File: config.mk
export PLATFORM = sky130hd
export DESIGN_NAME = fts_map
export DESIGN_NICKNAME = d
export VERILOG_FILES = /design/src/sv/fts_pkg.sv /design/src/sv/fts_map.sv
export SDC_FILE = /design/constraint.sdc
export NUM_CORES = 1
export LEC_CHECK = 0
export BUFFER_PORTS_ARGS = -buffer_cell sky130_fd_sc_hd__buf_2
export CAP_MARGIN = 20
export CORE_MARGIN = 5
export CORE_UTILIZATION = 30
export DETAILED_ROUTE_END_ITERATION = 7
export MAX_ROUTING_LAYER = met4
export PLACE_DENSITY = 0.51
export REMOVE_ABC_BUFFERS = 1
export SLEW_MARGIN = 20
export SYNTH_ARGS = -nofsm -noshare
export SYNTH_HDL_FRONTEND = slang
export SYNTH_SLANG_ARGS = --single-unit
File: constraint.sdc
create_clock -name vclk -period 3.9
set_input_delay 0 -clock vclk [all_inputs]
set_output_delay 0 -clock vclk [all_outputs]
set_load 0.005 [all_outputs]
File: src/sv/fts_pkg.sv
// Shared types, codes and tables of the frame transition source mapper.
// Holds the raised-cosine easing table builder and the dot divisibility test.
// No dependencies.
package fts_pkg;

  localparam int MAX_DIM_DEF       = 2048;
  localparam int FRACTION_BITS_DEF = 16;

  localparam logic [1:0] REG_MODE   = 2'd0;
  localparam logic [1:0] REG_WIDTH  = 2'd1;
  localparam logic [1:0] REG_HEIGHT = 2'd2;

  localparam logic [3:0] MODE_CROSSFADE = 4'd1;
  localparam logic [3:0] MODE_PUSH_LR   = 4'd2;
  localparam logic [3:0] MODE_PUSH_RL   = 4'd3;
  localparam logic [3:0] MODE_PUSH_TB   = 4'd4;
  localparam logic [3:0] MODE_PUSH_BT   = 4'd5;
  localparam logic [3:0] MODE_SPLIT     = 4'd7;
  localparam logic [3:0] MODE_CENTRE    = 4'd8;
  localparam logic [3:0] MODE_SQUEEZE   = 4'd9;
  localparam logic [3:0] MODE_WIPE_LR   = 4'd10;
  localparam logic [3:0] MODE_WIPE_RL   = 4'd11;
  localparam logic [3:0] MODE_WIPE_TB   = 4'd12;
  localparam logic [3:0] MODE_WIPE_BT   = 4'd13;
  localparam logic [3:0] MODE_DOTS      = 4'd14;

  localparam logic [1:0] SEL_OUT   = 2'd0;
  localparam logic [1:0] SEL_IN    = 2'd1;
  localparam logic [1:0] SEL_BLEND = 2'd2;

  localparam logic [63:0] PI_Q30  = 64'd3373259426;
  localparam logic [63:0] ONE_Q30 = 64'd1073741824;
  localparam logic [16:0] EASE_ONE = 17'd65536;

  typedef logic [16:0] ease_tab_t [256];

  typedef struct packed {
    logic [1:0]  sel;
    logic [10:0] sx;
    logic [10:0] sy;
    logic [7:0]  wt;
    logic        sq;
  } map_res_t;

  function automatic logic [16:0] ease_of(int unsigned n);
    logic [63:0]        a;
    logic [63:0]        x;
    logic [63:0]        x2;
    logic [63:0]        term;
    logic [63:0]        v;
    logic [63:0]        e;
    logic signed [63:0] sum;
    if (n == 0) return 17'd0;
    if (n >= 255) return EASE_ONE;
    a = (n >= 128) ? 64'(2 * n - 255) : 64'(255 - 2 * n);
    x = (PI_Q30 * a) / 64'd510;
    x2 = (x * x) >> 30;
    term = x;
    sum = $signed(x);
    term = ((term * x2) >> 30) / 64'd6;
    sum = sum - $signed(term);
    term = ((term * x2) >> 30) / 64'd20;
    sum = sum + $signed(term);
    term = ((term * x2) >> 30) / 64'd42;
    sum = sum - $signed(term);
    term = ((term * x2) >> 30) / 64'd72;
    sum = sum + $signed(term);
    term = ((term * x2) >> 30) / 64'd110;
    sum = sum - $signed(term);
    if (sum < 0) sum = 64'sd0;
    if (sum > $signed(ONE_Q30)) sum = $signed(ONE_Q30);
    v = (n >= 128) ? ONE_Q30 + 64'(sum) : ONE_Q30 - 64'(sum);
    e = (v + 64'd16384) >> 15;
    if (e > 64'(EASE_ONE)) e = 64'(EASE_ONE);
    return 17'(e);
  endfunction

  function automatic ease_tab_t ease_table();
    ease_tab_t t;
    for (int i = 0; i < 256; i++) begin
      t[i] = ease_of(i);
    end
    return t;
  endfunction

  // divisibility by 2^sh+1 through the modular inverse mod 4096
  function automatic logic dot_hit(logic [11:0] v, logic [2:0] sh);
    logic [23:0] p;
    logic        hit;
    p = '0;
    case (sh)
      3'd0: hit = ~v[0];
      3'd1: begin
        p = v * 12'd2731;
        hit = (p[11:0] <= 12'd1365);
      end
      3'd2: begin
        p = v * 12'd3277;
        hit = (p[11:0] <= 12'd819);
      end
      3'd3: begin
        p = v * 12'd3641;
        hit = (p[11:0] <= 12'd455);
      end
      3'd4: begin
        p = v * 12'd241;
        hit = (p[11:0] <= 12'd240);
      end
      default: hit = 1'b0;
    endcase
    return hit;
  endfunction

endpackage

File: src/sv/fts_map.sv
// Per-mode source mapping of one pixel from eased split positions.
// Also sets up the squeeze divide operands. Depends on fts_pkg.
module fts_map #(
  parameter int DW = 12
) (
  input  logic [3:0]       mode,
  input  logic [DW-1:0]    w,
  input  logic [DW-1:0]    h,
  input  logic [10:0]      x,
  input  logic [10:0]      y,
  input  logic [7:0]       n,
  input  logic [DW-1:0]    iw,
  input  logic [DW-1:0]    ih,
  input  logic [DW-1:0]    half,
  input  logic [2:0]       k5,
  input  logic [4:0]       dot,
  output fts_pkg::map_res_t res,
  output logic [DW-1:0]    k,
  output logic [DW-1:0]    base,
  output logic [DW-1:0]    num,
  output logic [DW-1:0]    d
);

  localparam int CW = ((DW > 11) ? DW : 11) + 2;

  logic [CW-1:0] xe, ye, we, he, iwe, ihe, hfe, w2e, h2e;
  logic          lr_in, rl_in, tb_in, bt_in;
  logic [10:0]   lr_sx, rl_sx, tb_sy, bt_sy;
  logic          dhit;

  assign xe  = CW'(x);
  assign ye  = CW'(y);
  assign we  = CW'(w);
  assign he  = CW'(h);
  assign iwe = CW'(iw);
  assign ihe = CW'(ih);
  assign hfe = CW'(half);
  assign w2e = we >> 1;
  assign h2e = he >> 1;

  assign lr_in = xe < iwe;
  assign lr_sx = lr_in ? 11'(xe + we - iwe) : 11'(xe - iwe);
  assign rl_in = !(xe < we - iwe);
  assign rl_sx = rl_in ? 11'(xe - (we - iwe)) : 11'(xe + iwe);
  assign tb_in = ye < ihe;
  assign tb_sy = tb_in ? 11'(ye + he - ihe) : 11'(ye - ihe);
  assign bt_in = !(ye < he - ihe);
  assign bt_sy = bt_in ? 11'(ye - (he - ihe)) : 11'(ye + ihe);

  assign dhit = (k5 >= 3'd5) ? dot[0] : dot[3'd4 - k5];

  always_comb begin
    res.sel = fts_pkg::SEL_OUT;
    res.sx  = x;
    res.sy  = y;
    res.wt  = '0;
    res.sq  = 1'b0;
    k       = '0;
    base    = '0;
    num     = '0;
    d       = '0;
    if (xe < we && ye < he) begin
      case (mode)
        fts_pkg::MODE_CROSSFADE: begin
          res.sel = fts_pkg::SEL_BLEND;
          res.wt  = n;
        end
        fts_pkg::MODE_PUSH_LR: begin
          res.sel = lr_in ? fts_pkg::SEL_IN : fts_pkg::SEL_OUT;
          res.sx  = lr_sx;
        end
        fts_pkg::MODE_PUSH_RL: begin
          res.sel = rl_in ? fts_pkg::SEL_IN : fts_pkg::SEL_OUT;
          res.sx  = rl_sx;
        end
        fts_pkg::MODE_PUSH_TB: begin
          res.sel = tb_in ? fts_pkg::SEL_IN : fts_pkg::SEL_OUT;
          res.sy  = tb_sy;
        end
        fts_pkg::MODE_PUSH_BT: begin
          res.sel = bt_in ? fts_pkg::SEL_IN : fts_pkg::SEL_OUT;
          res.sy  = bt_sy;
        end
        fts_pkg::MODE_SPLIT: begin
          if (ye < h2e) begin
            res.sel = lr_in ? fts_pkg::SEL_IN : fts_pkg::SEL_OUT;
            res.sx  = lr_sx;
          end else begin
            res.sel = rl_in ? fts_pkg::SEL_IN : fts_pkg::SEL_OUT;
            res.sx  = rl_sx;
          end
        end
        fts_pkg::MODE_CENTRE: begin
          if (xe < hfe) begin
            res.sel = fts_pkg::SEL_IN;
            res.sx  = 11'(we - hfe - w2e + xe);
          end else if (xe >= we - hfe) begin
            res.sel = fts_pkg::SEL_IN;
            res.sx  = 11'(w2e + xe - (we - hfe));
          end
        end
        fts_pkg::MODE_SQUEEZE: begin
          res.sq = 1'b1;
          if (xe < hfe) begin
            res.sel = fts_pkg::SEL_IN;
            k    = DW'(xe);
            num  = DW'(w2e);
            d    = half;
          end else if (xe >= we - hfe) begin
            res.sel = fts_pkg::SEL_IN;
            k    = DW'(xe - (we - hfe));
            base = DW'(w2e);
            num  = DW'(w2e);
            d    = half;
          end else begin
            k    = DW'(xe - hfe);
            num  = w;
            d    = DW'(we - (hfe << 1));
          end
        end
        fts_pkg::MODE_WIPE_LR: res.sel = lr_in ? fts_pkg::SEL_IN : fts_pkg::SEL_OUT;
        fts_pkg::MODE_WIPE_RL: res.sel = rl_in ? fts_pkg::SEL_IN : fts_pkg::SEL_OUT;
        fts_pkg::MODE_WIPE_TB: res.sel = tb_in ? fts_pkg::SEL_IN : fts_pkg::SEL_OUT;
        fts_pkg::MODE_WIPE_BT: res.sel = bt_in ? fts_pkg::SEL_IN : fts_pkg::SEL_OUT;
        fts_pkg::MODE_DOTS: begin
          if (k5 >= 3'd5) res.sel = dhit ? fts_pkg::SEL_OUT : fts_pkg::SEL_IN;
          else res.sel = dhit ? fts_pkg::SEL_IN : fts_pkg::SEL_OUT;
        end
        default: res.sel = fts_pkg::SEL_OUT;
      endcase
    end
  end

endmodule

* Word level (Yosys, flattened, before mapping)
Index checks and enable logic that the tools add are counted.
** Word-level totals
- Register bits :: 0
- Word-level logic and storage cells :: 91
** Cells by class
- Add/sub/neg operators :: 21
- Order comparisons :: 11
- Equal/unequal tests :: 13
- Mux-type cells :: 41
- Reductions and logical operators :: 5
** Operators by type and width (number)
- 12-bit two-way mux :: 15
- 11-bit subtractor :: 8
- 11-bit two-way mux :: 7
- 11-bit adder :: 6
- 11-bit by 12-bit < comparator with 1-bit output :: 5
- 11-bit one-hot mux with 4 select lines :: 1
- 12-bit by 12-bit subtractor with 13-bit output :: 3
- 33-bit two-way mux :: 1
- 4-bit == test, second input constant :: 7
- 11-bit by 14-bit < comparator with 1-bit output :: 2
- 12-bit subtractor :: 2
- 11-bit one-hot mux with 2 select lines :: 1
- 2-bit one-hot mux with 9 select lines :: 1
- 11-bit by 14-bit greater-or-equal comparator with 1-bit output :: 1
- 13-bit two-way mux :: 1
- 4-bit by 3-bit == test with 1-bit output, second input constant :: 3
- 1-bit two-way mux :: 12
- 11-bit by 12-bit subtractor with 12-bit output :: 1
- 11-bit < comparator :: 1
- 4-bit by 2-bit == test with 1-bit output, second input constant :: 2
- 8-bit two-way mux :: 1
- 2-bit OR reduction :: 4
- 4-bit by 1-bit == test with 1-bit output, second input constant :: 1
- 3-bit by 4-bit < comparator with 1-bit output, second input constant :: 1
- other kinds (4) :: 4

* Logic depth before layout (Yosys ltp)
Gate-level depths: netlist of the first run.
- Word-level depth :: 8
- Mapped depth :: 20
- Gate-level depth less buffers :: 19

* Worst setup path after synthesis of the first run
OpenSTA, ideal clock, no wires.
- Kind :: in2out
- Start :: in half[1]
- End :: out k[7]
- Arrival time :: 3.635 ns
- Required time :: 3.900 ns
- Path slack :: 0.265 ns
- Stages on the path :: 17
- Buffers on the path :: 0
- Cells stage by stage :: inv_1 ha_1 nor2b_1 o31a_1 o211ai_1 nand2b_1 xor2_1 inv_1 ha_1 inv_1 or4_1 o211ai_1 maj3_2 a221o_2 nand2_4 mux2_1 a211oi_1
** Between the ends
- Cells in the longest elaborated chain, start to end :: 6
- Elaborated cells on any way between the ends :: 9
- Those cells by class :: 3 x add/sub; 2 x order compare; 4 x mux
** RTL lines
- from (decl) :: RTL line fts_map.sv:14 : input logic [DW-1:0] half,
- 12-bit by 12-bit subtractor with 13-bit output :: RTL line fts_map.sv:111 : k = DW'(xe - (we - hfe));
- 12-bit subtractor / 11-bit by 14-bit greater-or-equal comparator with 1-bit output (equally long branches) :: RTL line fts_map.sv:111, fts_map.sv:109
- 12-bit two-way mux :: RTL line fts_map.sv:109 : end else if (xe >= we - hfe) begin
- 12-bit two-way mux * :: RTL line fts_map.sv:104 : if (xe < hfe) begin
- 12-bit two-way mux * :: RTL line fts_map.sv:63 : case (mode)
- 12-bit two-way mux * :: RTL line fts_map.sv:62 : if (xe < we && ye < he) begin
- to (decl) :: RTL line fts_map.sv:18 : output logic [DW-1:0] k,
Mark *: on every way between the ends. The rest lies on a longest branch, timed or not.

==> results of run 1 <==
## what timing repair did
item                                    in CTS  in global routing
endpoints found under the setup margin      45                 68
pin swaps                                   37                 46
resized for setup                           51                 75
cloned                                       0                  3
buffers inserted                             5                  9
hold endpoints to repair                     0                  0
## final cells by class
cell class         count  area (sq um)
inverters            182           691
fillers             3942         22700
repair buffers       366          2460
diodes                 1          2.50
multi-input cells   1319         10900
well taps            511           639
## kinds of logic (layout without fill, tap and decap cells)
kind of cell / Yosys count / count (layout)
buffers and inverters: 219 / 548
other: 1 / 2
XOR/XNOR: 137 / 137
adder cells (fa/ha/maj): 258 / 258
multiplexers: 55 / 55
AND/OR/NAND/NOR: 431 / 431
AO/OA/AOI/OAI: 437 / 437
## stage by stage
step,setup TNS [ns],power [mW],util,cell area (sq um),hold slack (ns)
floorplan,0,2.26,-,11100,0.0716
global placement,-2.72,3.41,0.374,14000,0.272
detailed placement,-4.77,3.44,0.374,14000,0.269
CTS,-0.0184,3.59,0.381,14200,0.269
global route,-0.924,4.17,0.393,14700,0.293
finish,0,3.78,0.393,14700,0.269
## where the power goes
part           internal (mW)  switching [mW]
combinational           1.80            1.98
sequential                 0               0
clock           0.0000000343               0
total                   1.80            1.98
## placed cells by master (no fill, tap or decap), types with 10 or more instances in the layout
master / instances
ha_1: 193
buf_2: 177
inv_1: 176
buf_4: 170
nor2_1: 124
a21oi_1: 100
nand2_1: 95
xnor2_1: 84
o21ai_0: 61
nor3_1: 50
mux2i_1: 50
xor2_1: 47
fa_1: 45
a21o_1: 30
nand3_1: 30
o211ai_1: 23
o21a_1: 21
nor2b_1: 20
o21bai_1: 19
a211oi_1: 18
o21ai_1: 18
nand2b_1: 17
and3_1: 16
a31oi_1: 15
and2_1: 14
a21oi_2: 13
a22oi_1: 12
ha_4: 10
buf_6: 10
## worst paths after layout
check	end	slack, ns
worst max-delay path	res[27]	0.008
worst min-delay path	res[3]	0.27
## worst max-delay path, stage by stage
cell and delay, ns:
buf_8 0.08, inv_6 0.03, ha_4 0.15, fa_2 0.35, nand2b_4 0.15, nand2b_1 0.06, a21o_1 0.11, xor2_1 0.19
inv_1 0.10, fa_1 0.62, buf_4 0.14, ha_2 0.26, buf_4 0.14, a2111o_1 0.41, nand3_1 0.10, or4b_2 0.59
nand4_1 0.23, buf_2 0.16
## per-layer routing
| layer | global-route usage | up-vias |
|---|---|---|
| met5 | - | - |
| met3 | 0.00762 | 24 |
| met2 | 0.324 | 285 |
| met4 | 0.0160 | 0 |
| li1 | - | 6176 |
| met1 | 0.265 | 5724 |
## Yosys cell counts, drive strengths merged (16+ instances only)
library cell / instances
a31oi: 16
a211oi: 26
fa: 49
a21oi: 115
o21a: 22
nand2: 98
o211ai: 24
nor3: 56
nand3: 32
nor2: 129
xor2: 48
and3: 16
mux2i: 50
a21o: 30
nand2b: 18
nor2b: 21
ha: 205
o21ai: 83
inv: 181
xnor2: 85
o21bai: 19
clkbuf: 27
==> results.md, run 1 <==
* Status: finished, final reports clean
* Synth Warn # at 0
* Starting Density at 0.302
* Met2 wire len at 19400 um
* Fmax at between 0.2 and 0.3 GHz
* RSZ-0062 raised after global routing: yes
* Hold WC Path Type: input pin to output pin
* Die Y at 204 um
* Top cell type's share of synthesized area at 0.227
* Initial drt markers at 704
* DR WL/cell at between 15 and 20 um
* Storage cell area at 0 sq um
* Final setup viols at 0
* Simple-gate share of the synthesized area at 0.184
* Final Max Tran Viols at 0
* Synth Instances at between 1500 and 2000
* Total length of routed wires at 41300 um
* Largest family of logic cells by synthesized area: adder cells
* Top cell type by total area after synthesis: ha_1
* Routed via count at 12209
* Hold buffer count at cts at 0
* Antenna-violating nets left at 0
* Post-route insts no fill at 2379
* Worst slack, placed at -0.365 ns
* Seq_cells at 0
* Setup ws final at 0.00796 ns
* Global route overflow at 0
* Syn Area/Cell at 7.34 sq um
* Final period util at 0.998
* DRT met1 WL at about 20000 um
* Drt first pass iters at 7
* Die X at 204 um
* Top routing layer used: met4
* Xor-xnor portion of the synthesized cell area at 0.111
* Via density at 5.13
* PwrDens at roughly 260 nW/um^2
* # clk buffers at 0
* Worst slew margin at 0.189
* Initial antenna violation count at 1
* Worst EP required at just under 4 ns
* Routed wl met3 at between 1500 and 2000 um
* DRC viols at 0
* Critical path origin: w[0]
* Leading post-synthesis cells by cell area: ha_1, fa_1, xnor2_1
* LEAKAGE at roughly 7.4 nW
* Synth-to-layout area growth at 30.1%
* Data arrival time of the critical path at ~3.9 ns
* First-pass GRT wire length at 63600 um
* Post-synthesis adder-cell area fraction at 0.318
* Seq/Total Area, Yosys at 0
* Post-route minimum period at around 3.9 ns
* Dpl hpwl at between 30000 and 40000 um
* Post-Place Cells at 2361
* Netlist cell types at 87
* Crit path max fanout at 3
* Max-Cap Viols at 0
* RePlAce Congestion at ~0.89
* Worst-Margin Slew at 1.21 ns
* Share of layout cells above drive strength 1 at 0.253
* Hold path start: n[2]
* Post-synthesis mux area share at 0.0503
* Synthesized area at between 10000 and 15000 sq um
* Synth Area in Compound Gates at 0.260
* GRT Util Overall at 0.191
* Cells on Worst Hold Path at 3
* Largest net degree at the start of global routing at 34
* Core Area at ~37000 sq um
* Die Footprint at 41600 sq um
* Worst Setup End Kind: output pin
* Peak supply drop at 0.123 mV
* Critical setup path kind: input pin to output pin
* CP startpoint kind: input pin
* Number of global-route vias before repair at 11847
* Boundary pin count at approximately 180
* Buffers on Ports at 182
* Final Hold Violating Endpoints at 0
* Nets@finish at 2225
* FP Rows at 71
No activity file was read; power rests on OpenSTA's default activity.
==> run 2, diff against run 1 <==
--- a/config.mk
+++ b/config.mk
@@ -5,6 +5,7 @@
 export SDC_FILE = /design/constraint.sdc
 export NUM_CORES = 1
 export LEC_CHECK = 0
+export ABC_AREA = 1
 export BUFFER_PORTS_ARGS = -buffer_cell sky130_fd_sc_hd__buf_2
 export CAP_MARGIN = 20
 export CORE_MARGIN = 5
==> run 2 against run 1 <==
The flow now finishes with violations (design-rule violations). Synthesized cell count up 28%. Power down 15%. Critical path depth up 1. Cell area down 6.7%.
==> results.md, run 2 <==
* Status: finished with violations
* Violated checks: design-rule violations
* Most numerous cell in the Yosys netlist: nand2_1
* Simple-gate share of the synthesized area at 0.299
* GRT Util Overall at 0.204
* Post-synth top cells: nand2_1, inv_1, ha_1, a21oi_1, nand3_1
* Seq_cells at 0
* RePlAce Congestion at slightly below 1
* Synth-to-layout area growth at 15.7%
* Fmax at 0.267 GHz
* RSZ-0062 raised after global routing: yes
* Initial antenna violation count at 3
* Synth Warn # at 0
* Seq/Total Area, Yosys at 0
* Commonest non-fill, non-tap cells in the layout: nand2_1, inv_1, ha_1, a21oi_1, buf_2
* # clk buffers at 0
* Die Footprint at 43600 sq um
* Max-Cap Viols at 0
* Global route overflow at 0
* Core Area at just under 40000 sq um
* Total length of routed wires at 45700 um
* Worst Setup End Kind: output pin
* Worst slew margin at 0.325
* Post-route insts no fill at 2682
* Xor-xnor portion of the synthesized cell area at 0.0894
* Post-CTS Setup Inserts at 0
* Final Max Tran Viols at 0
* Multi-input logic area at 10400 sq um
* Netlist cell types at 46
* Buffers on Ports at 182
* First-pass GRT wire length at approximately 71000 um
* Nets@finish at 2519
* Part of the power in combinational logic at 1.000
* Syn Area/Cell at 6.00 sq um
* Post-Place Cells at about 2700
* DRC viols at 4
* Net Sw Power at 1.99 mW
* Antenna-violating nets left at 0
* Number of global-route vias before repair at 13154
* Sw Ratio at 0.617
* Crit path max fanout at 6
* Setup_tns at 0 ns
* Post-route minimum period at 3.75 ns
* Data arrival time of the critical path at approximately 3.8 ns
* Die Y at around 210 um
* Via density at 5.03
* Post-synthesis mux area share at 0
* Storage cell area at 0 sq um
* Dpl hpwl at 40000 um
* Pwr Total at 3.22 mW
* Routed via count at 13500
* Crit path capture: res[29]
* Critical setup path kind: input pin to output pin
* Top cell type by total area after synthesis: ha_1
* Post-synthesis adder-cell area fraction at 0.299
* Flop pwr share at 0
* Clock power share at 0
* LEAKAGE at 7.52 nW
* Fillers at about 4300
* PwrDens at around 240 nW/um^2
* Hold WC Path Type: input pin to output pin
* Share of layout cells above drive strength 1 at 0.132
* Most common cell after layout, fill and taps aside: nand2_1
* Final period util at 0.961
* Worst-Margin Slew at approximately 1.0 ns
* Drt first pass iters at 8
* Leading post-synthesis cells by cell area: ha_1, nand2_1, inv_1
* Worst EP required at just under 4 ns
* Final setup viols at 0
* Top cell type's share of synthesized area at 0.216
* Synth Area in Compound Gates at 0.185
* Worst slack, placed at 0.0544 ns
* CP startpoint kind: input pin
* Largest family of logic cells by synthesized area: adder cells
* Initial drt markers at 949
* Boundary pin count at between 150 and 200
* DR WL/cell at about 17 um
* Synth Instances at 1974
* Synthesized area at around 12000 sq um
* Starting Density at 0.305
* Setup ws final at 0.153 ns
* Final Hold Violating Endpoints at 0
* Die X at between 200 and 250 um
* Pint at 1.23 mW
* Peak supply drop at between 0.1 and 0.15 mV
* Critical path origin: w[2]
* Largest net degree at the start of global routing at 23
* FP Rows at 72
-- run 2: changes by cell type in the layout (fill, tap and decap cells not counted), sizes merged, moves of 21 or more --
| cell | before | now |
|---|---|---|
| a21o | 30 | 9 |
| mux2i | 50 | 0 |
| xor2 | 48 | 89 |
| inv | 181 | 337 |
| a211oi | 26 | 4 |
| nand2 | 98 | 415 |
| nand3 | 32 | 184 |
| buf | 364 | 231 |
| xnor2 | 85 | 32 |
| nor2b | 21 | 0 |
| a21oi | 115 | 205 |
-- run 2: critical path: stages --
cell,delay [ns]
buf_2,0.15
ha_1,0.38
nand2_1,0.11
nand3_1,0.20
a21oi_1,0.32
xnor2_1,0.21
inv_1,0.12
fa_1,0.49
ha_1,0.39
nand2_1,0.12
nor3_2,0.15
nand3_1,0.11
o2111ai_1,0.15
xor2_1,0.21
nand3_1,0.11
nand3_1,0.09
nand2_1,0.09
a21oi_2,0.18
buf_2,0.14
-- run 2: worst min path at each step --
stage          start  endpoint  slack [ns]  cells after the start
3_3_place_gp    n[0]    res[1]        0.28                      4
2_1_floorplan   n[0]    res[1]        0.07                      2
3_5_place_dp    n[0]    res[1]        0.29                      4
5_1_grt         n[2]    res[3]        0.30                      4
4_1_cts         n[0]    res[1]        0.29                      4
6_report        n[7]    res[8]        0.29                      4
-- run 2: what timing repair did --
item	4_1_cts	5_1_grt
endpoints found under the setup margin	0	14
gates resized for setup	0	22
hold buffers	0	0
-- run 2: through the flow --
stage / cell area [sq um] / hold slack [ns] / utilization
after floorplan: 11600 / 0.0707 / -
after CTS: 13600 / 0.287 / 0.350
final: 13700 / 0.288 / 0.353
after global placement: 13600 / 0.283 / 0.350
after detailed placement: 13600 / 0.285 / 0.350
after global routing: 13700 / 0.304 / 0.353
-- run 2: kinds of logic after synthesis --
group           Yosys count
other cells               1
xor+xnor                121
buf+inv                 383
simple gates            823
compound gates          392
fa+ha+maj               254
-- run 2: layout make-up --
type / count / share of cell area
Timing Repair Buffer: 231 / 0.0970
Multi-Input combinational cell: 1591 / 0.762
Tap cell: 518 / 0.0473
Inverter: 339 / 0.0929
Antenna cell: 3 / 0.000548
-- run 2: metal layers --
metal | GRT usage | share of wire | wire length, um
met1 | 0.266 | 0.46 | 21100
met2 | 0.350 | 0.47 | 21500
met3 | 0.0153 | 0.045 | 2040
met4 | 0.0416 | 0.024 | 1110
met5 | - | 0 | 0
-- run 2: power by group through the flow --
stage	combinational (mW)	clock, mW	sequential (mW)
floorplan	2.23	0	0
global placement	3.11	0	0
detailed placement	3.13	0	0
CTS	3.15	0	0
global route	3.63	0.000000103	0
finish	3.22	0.000000103	0
